**config.mk**
```make
export PLATFORM = sky130hd
export DESIGN_NAME = tbq_ctrl
export DESIGN_NICKNAME = d
export VERILOG_FILES = /design/src/rtl/tbq_pkg.sv /design/src/rtl/tbq_ctrl.sv
export VERILOG_INCLUDE_DIRS = /design/src /design/src/rtl
export SDC_FILE = /design/constraint.sdc
export NUM_CORES = 1
export LEC_CHECK = 0
export CAP_MARGIN = 20
export CORE_AREA = 10 10 47 49
export DETAILED_ROUTE_END_ITERATION = 12
export DIE_AREA = 0 0 57 59
export DONT_BUFFER_PORTS = 1
export PLACE_DENSITY_LB_ADDON = 0.25
export SLEW_MARGIN = 20
export SYNTH_ARGS = -nofsm -noshare
export SYNTH_HDL_FRONTEND = slang
export SYNTH_SLANG_ARGS = --single-unit
```
**constraint.sdc**
```tcl
create_clock -name clk -period 1.1 [get_ports clk]
set_input_delay 0.11 -clock clk [delete_from_list [all_inputs] [get_ports clk]]
set_output_delay 0.11 -clock clk [all_outputs]
set_load 0.01 [all_outputs]
```
**src/rtl/triple_buffered_id_queue_assert.svh**
```systemverilog
// ----------------------------------------------------------------------------
// triple buffered id queue assertion macros
// shared property forms, clocked on clk and disabled during rst_n low
// ----------------------------------------------------------------------------
`ifndef TRIPLE_BUFFERED_ID_QUEUE_ASSERT_SVH
`define TRIPLE_BUFFERED_ID_QUEUE_ASSERT_SVH

// condition holds at every edge out of reset
`define TBQ_ASSERT_ALWAYS(label, cond, msg) \
  label: assert property (@(posedge clk) disable iff (!rst_n) (cond)) \
    else $error(msg);

// consequent holds in the same cycle as the antecedent
`define TBQ_ASSERT_IMP(label, ante, cons, msg) \
  label: assert property (@(posedge clk) disable iff (!rst_n) (ante) |-> (cons)) \
    else $error(msg);

// consequent holds in the cycle after the antecedent
`define TBQ_ASSERT_NEXT(label, ante, cons, msg) \
  label: assert property (@(posedge clk) disable iff (!rst_n) (ante) |=> (cons)) \
    else $error(msg);

`endif

```
**src/rtl/tbq_pkg.sv**
```systemverilog
// ----------------------------------------------------------------------------
// tbq_pkg
// shared constants, command codes and control/status bundles
// ----------------------------------------------------------------------------
`default_nettype none

package tbq_pkg;

  localparam int QUEUE_DEPTH = 256;
  localparam int NUM_QUEUES  = 3;
  localparam int ID_W        = 16;
  localparam int CMD_W       = 3;
  localparam int STATUS_W    = 2;
  localparam int SEL_W       = 2;
  localparam int PTR_W       = (QUEUE_DEPTH > 1) ? $clog2(QUEUE_DEPTH) : 1;
  localparam int CNT_W       = $clog2(QUEUE_DEPTH + 1);
  localparam int STORE_DEPTH = NUM_QUEUES * QUEUE_DEPTH;
  localparam int ADDR_W      = $clog2(STORE_DEPTH);

  typedef enum logic [CMD_W-1:0] {
    CMD_PUSH        = 3'd0,
    CMD_POP         = 3'd1,
    CMD_START_WRITE = 3'd2,
    CMD_STOP_WRITE  = 3'd3,
    CMD_START_READ  = 3'd4,
    CMD_STOP_READ   = 3'd5
  } cmd_t;

  typedef enum logic [STATUS_W-1:0] {
    ST_OK    = 2'd0,
    ST_EMPTY = 2'd1,
    ST_FULL  = 2'd2
  } status_t;

  // controller to datapath
  typedef struct packed {
    logic capture;        // latch incoming beat
    logic exec;           // carry out the held command
    logic load_result;    // load result computed during exec
    logic load_pop_data;  // load popped id from store read
  } ctrl_t;

  // datapath to controller
  typedef struct packed {
    logic pop_hit;        // pop on a non-empty read queue
  } dp_stat_t;

endpackage

`default_nettype wire

```
**src/rtl/tbq_ctrl.sv**
```systemverilog
// ----------------------------------------------------------------------------
// tbq_ctrl
// sequencing state machine and output valid for the id queue
// ----------------------------------------------------------------------------
`default_nettype none
`include "triple_buffered_id_queue_assert.svh"

module tbq_ctrl
  import tbq_pkg::*;
(
  input  wire logic     clk,
  input  wire logic     rst_n,
  input  wire logic     in_valid,
  output logic          in_stall,
  output logic          out_valid,
  input  wire logic     out_stall,
  input  wire dp_stat_t stat,
  output ctrl_t         ctrl
);

  typedef enum logic [1:0] {
    S_IDLE,
    S_EXEC,
    S_POPRD
  } state_t;

  state_t state_r, state_nxt;
  logic   out_valid_r, out_valid_nxt;
  logic   out_free;

  assign out_free = !out_valid_r || !out_stall;

  always_comb begin
    ctrl               = '0;
    ctrl.capture       = (state_r == S_IDLE) && in_valid;
    ctrl.exec          = (state_r == S_EXEC) && out_free;
    ctrl.load_result   = ctrl.exec && !stat.pop_hit;
    ctrl.load_pop_data = (state_r == S_POPRD);
  end

  always_comb begin
    state_nxt = state_r;
    unique case (state_r)
      S_IDLE: begin
        if (in_valid) state_nxt = S_EXEC;
      end
      S_EXEC: begin
        if (out_free) state_nxt = stat.pop_hit ? S_POPRD : S_IDLE;
      end
      S_POPRD: begin
        state_nxt = S_IDLE;
      end
      default: begin
        state_nxt = S_IDLE;
      end
    endcase
  end

  always_comb begin
    out_valid_nxt = out_valid_r;
    if (ctrl.load_result || ctrl.load_pop_data) begin
      out_valid_nxt = 1'b1;
    end else if (out_valid_r && !out_stall) begin
      out_valid_nxt = 1'b0;
    end
  end

  always_ff @(posedge clk) begin
    if (!rst_n) begin
      state_r     <= S_IDLE;
      out_valid_r <= 1'b0;
    end else begin
      state_r     <= state_nxt;
      out_valid_r <= out_valid_nxt;
    end
  end

  assign in_stall  = (state_r != S_IDLE);
  assign out_valid = out_valid_r;

  `TBQ_ASSERT_ALWAYS(a_one_load, !(ctrl.load_result && ctrl.load_pop_data), "two result loads")
  `TBQ_ASSERT_NEXT(a_pop_follow, ctrl.exec && stat.pop_hit, ctrl.load_pop_data, "pop data lost")
  `TBQ_ASSERT_IMP(a_no_overwrite, ctrl.load_result || ctrl.load_pop_data,
                  !(out_valid_r && out_stall), "result overwrites held beat")

endmodule

`default_nettype wire

```
======== Word level (Yosys, flattened, before mapping) ========
Cells that the tools add are included.
Widths: inputs -> output; s select.
cells by class
  reduce and logical (&&, ||, !) cells .... 13
  mux-type cells .......................... 6
  equality and inequality tests ........... 4
operators by type and width
  cell                count
  $mux 2              3
  $logic_and 1x1->1   4
  $ne 2x2->1 const B  2
  $pmux 2 s2          1
  $reduce_bool 2->1   2
  $logic_not 1->1     3
  $eq 2x1->1 const B  1
  $eq 2x2->1 const B  1
  $logic_not 2->1     1
  $logic_or 1x1->1    2
  $mux 1              2
  $reduce_and 2->1    1
word-level totals
  bits in registers ....................... 3
  output and inout port bits .............. 6
  logic and storage cells ................. 25
  input bits .............................. 5

======== Depth between registers and ports, before layout ========
  depth in word-level cells ............... 6
  gate-level depth with buffers ........... 2
  gate-level depth less buffers ........... 2

======== Worst setup path before layout ========
No wires, ideal clock.
  path kind ............................... register to output
  start ................................... register out_valid_r (netlist: out_valid)
  end ..................................... output ctrl[1] (netlist bit)
  setup slack ............................. 0.212 ns
  path buffers ............................ 0
  arrival ................................. 0.778 ns
  stages on the path, launching flop included .. 3
  required time ........................... 0.990 ns
  cells stage by stage .................... dfxtp_1 > and2_4 > nor3_1
RTL lines
  what                    RTL line        source
  from (decl)             tbq_ctrl.sv:28  logic out_valid_r, out_valid_nxt;
  from (signal assigned)  tbq_ctrl.sv:74  out_valid_r <= out_valid_nxt;
  to (decl)               tbq_ctrl.sv:18  output ctrl_t ctrl

==> summary.md <==
| Metric | Value |
|---|---|
| Starting Density | `about 11%` |
| Ranking of synthesized cells by area | `dfxtp_1 40%, nand2b_1 12%, nor3_1 6.6%` |
| Hold depth | `2` |
| Xor/xnor cell area share of the yosys netlist | `0%` |
| # port buffers | `0` |
| Setup TNS | `-0.0304 ns` |
| Vias per inst | `3.79` |
| Total CTS buffers | `3` |
| CP required | `0.99 ns` |
| Cell taking the most area after synthesis | `dfxtp_1` |
| Critical path depth in cells | `3` |
| Routability cong. | `around 0.63` |
| Hold slack | `around 0.011 ns` |
| Clock Skew | `0.00601 ns` |
| Synth Instances | `19` |
| Critical path class | `reg -> out` |
| Detailed-router iteration count before antenna repair | `1` |
| Yosys reg bits | `3` |
| Syn_area_per_cell | `7.97 um2` |
| CP max FO | `4` |
| Final Slew Violations | `0` |
| Setup ws final | `-0.0304 ns` |
| Io pins | `11` |
| Layout Utilization | `18.5%` |
| RSZ-0062 raised after global routing | `true` |
| Slew headroom | `79.1%` |
| Clk_lat worst skew | `0.23 ns` |
| Via Count | `159` |
| Post-DRT Antenna Nets | `0` |
| Synth Area in Simple Gates | `48.8%` |
| Area grow syn2layout | `71.1%` |
| Synth Area in Compound Gates | `a little under a tenth` |
| Cell Chain, Critical Path | `and2_4, nor3_4, buf_4` |
| Root Buffer | `clkbuf_4` |
| Crit path launch type | `flop` |
| Final wirelength | `451 um` |
| Grt total ovfl | `0` |
| Number of global-route vias before repair | `~180` |
| CP endpoint kind | `output pin` |
| Iteration-0 DRC Markers | `0` |
| Residual DRC | `0` |
| Core ar. | `1400 um2` |
| First-pass GRT wire length | `a little over 700 um` |
| Final Cycle Share | `103%` |
| WP data arrival | `1.02 ns` |
| Violated checks | `negative setup slack` |
| Htree depth | `1` |
| Die width | `57 um` |
| P_leak | `0.0980 nW` |
| Largest net degree at the start of global routing | `7` |
| Max clock buf depth | `2` |
| Share of cells above drive strength 1 | `42.3%` |
| Adder-cell area share of the yosys netlist | `0%` |
| TritonCTS clock tree | `built` |
| Most frequent cells in the layout | `3 x clkbuf_4, 2 x nand2b_1, 2 x dlygate4sd3_1` |
| Commonest non-fill, non-tap cell in the layout | `clkbuf_4` |
| Syn_nets | `24` |
| Crit-path slowest cell | `dfxtp_2` |
| Synth warn | `0` |
| Pre-CTS WS | `between 0.15 and 0.2 ns` |
| Seq/Total Area, Yosys | `39.7%` |
| Yosys top cell area share | `39.7%` |
| Final nets | `32` |
| Final Setup Violations | `1` |
| Chip height | `between 50 and 60 um` |
| Worst stage delay on the critical path | `between 0.3 and 0.4 ns` |
| Min Clock Period, post-route | `about 1.1 ns` |
| Crit path buf inv count | `1` |
| Netlist Area Pre-Place | `151 um2` |
| DPL Wire Length | `between 300 and 400 um` |
| Design Area, Final | `between 200 and 300 um2` |
| Max Cap Violations | `0` |
| Clock sinks | `3` |
| Die area | `3360 um2` |
| Worst IR drop on VDD | `0.292 mV` |
| Cell Pwr Density | `1420 nW/um2` |
| WL per Instance | `10.7 um` |
| Worst min path class | `in -> reg` |
| R2R cell count | `2` |
| Worst-path clk slew | `0.04 ns` |
| Post-CTS setup buffer count | `0` |
| Initial antenna violation count | `0` |
| Mux share of post-synthesis cell area | `0%` |
| Gr usage total | `2.94%` |
| Cell Area, Placed | `179 um2` |
| Top delay family on crit path | `flip-flops` |
| Status | `finished, violations left` |
| Actual slew at the worst max-slew pin | `0.313 ns` |
| FMAX | `about 880 MHz` |
| Count of cell types in the netlist | `13` |
| Main combinational cell family by area after synthesis | `simple AND/OR/NAND/NOR gates` |
| Final Hold Viols | `0` |
| Ant diodes | `0` |
| Core Rows | `14` |
-- through the flow --
step	total power, mW	std cells
floorplan	0.147	19
global placement	0.154	36
detailed placement	0.155	36
CTS	0.377	42
global route	0.389	42
finish	0.367	42
-- state kept, by name, indices dropped and copies added (netlist names) --
name and count:
state_r 2, out_valid 1
-- area by class of cell --
cell class | instances | area (um2)
clock buffers | 4 | 26.3
well taps | 16 | 20.0
inverters | 1 | 3.75
multi-input cells | 15 | 116
repair buffers | 3 | 27.5
fillers | 166 | 1140
flip-flops and latches | 3 | 65.1
-- cell usage after synthesis --
cell type  instances
nor3b_1            1
inv_1              1
nor2b_1            1
or2_1              1
a21oi_1            1
o31a_1             1
nand3_1            1
nor2_1             2
nand2_1            1
and2_4             1
dfxtp_1            3
nor3_1             2
nand2b_1           3
-- worst paths after layout --
path | from | end | slack [ns]
setup / recovery | out_valid$_SDFFE_PN0P_ | ctrl[1] | -0.03
hold / removal | rst_n | state_r[1]$_SDFFE_PN0P_ | 0.01
setup reg to reg | state_r[1]$_SDFFE_PN0P_ | out_valid$_SDFFE_PN0P_ | 0.17
hold reg to reg | out_valid$_SDFFE_PN0P_ | state_r[0]$_SDFFE_PN0P_ | 0.51
-- cell families (layout without fill, tap and decap cells) --
logic type             after synthesis  in the layout
AO/OA/AOI/OAI                        2              2
buffers and inverters                1              8
flip-flops                           3              3
AND/OR/NAND/NOR                     13             13
-- timing repair --
action                                  4_1_cts  5_1_grt
hold endpoints to repair                      3        0
pin swaps                                     1        2
resized for setup                             7        2
hold buffers                                  2        0
endpoints found under the setup margin        2        2
-- routing by layer --
metal  track usage (%)  part of all wire (%)  vias to the layer above
met2              2.17                    29                       11
met3              2.36                    18                        0
li1                  -                     -                       80
met4              5.03                     0                        0
met1              3.32                    53                       68
met5                 0                     0                        -
-- power breakdown --
part	total (mW)	switching, mW	internal [mW]
Clock	0.196	0.0598	0.136
Combinational	0.0488	0.0232	0.0255
Sequential	0.122	0.00804	0.114
Total	0.367	0.0910	0.276
No activity file was read; power rests on OpenSTA's default activity.
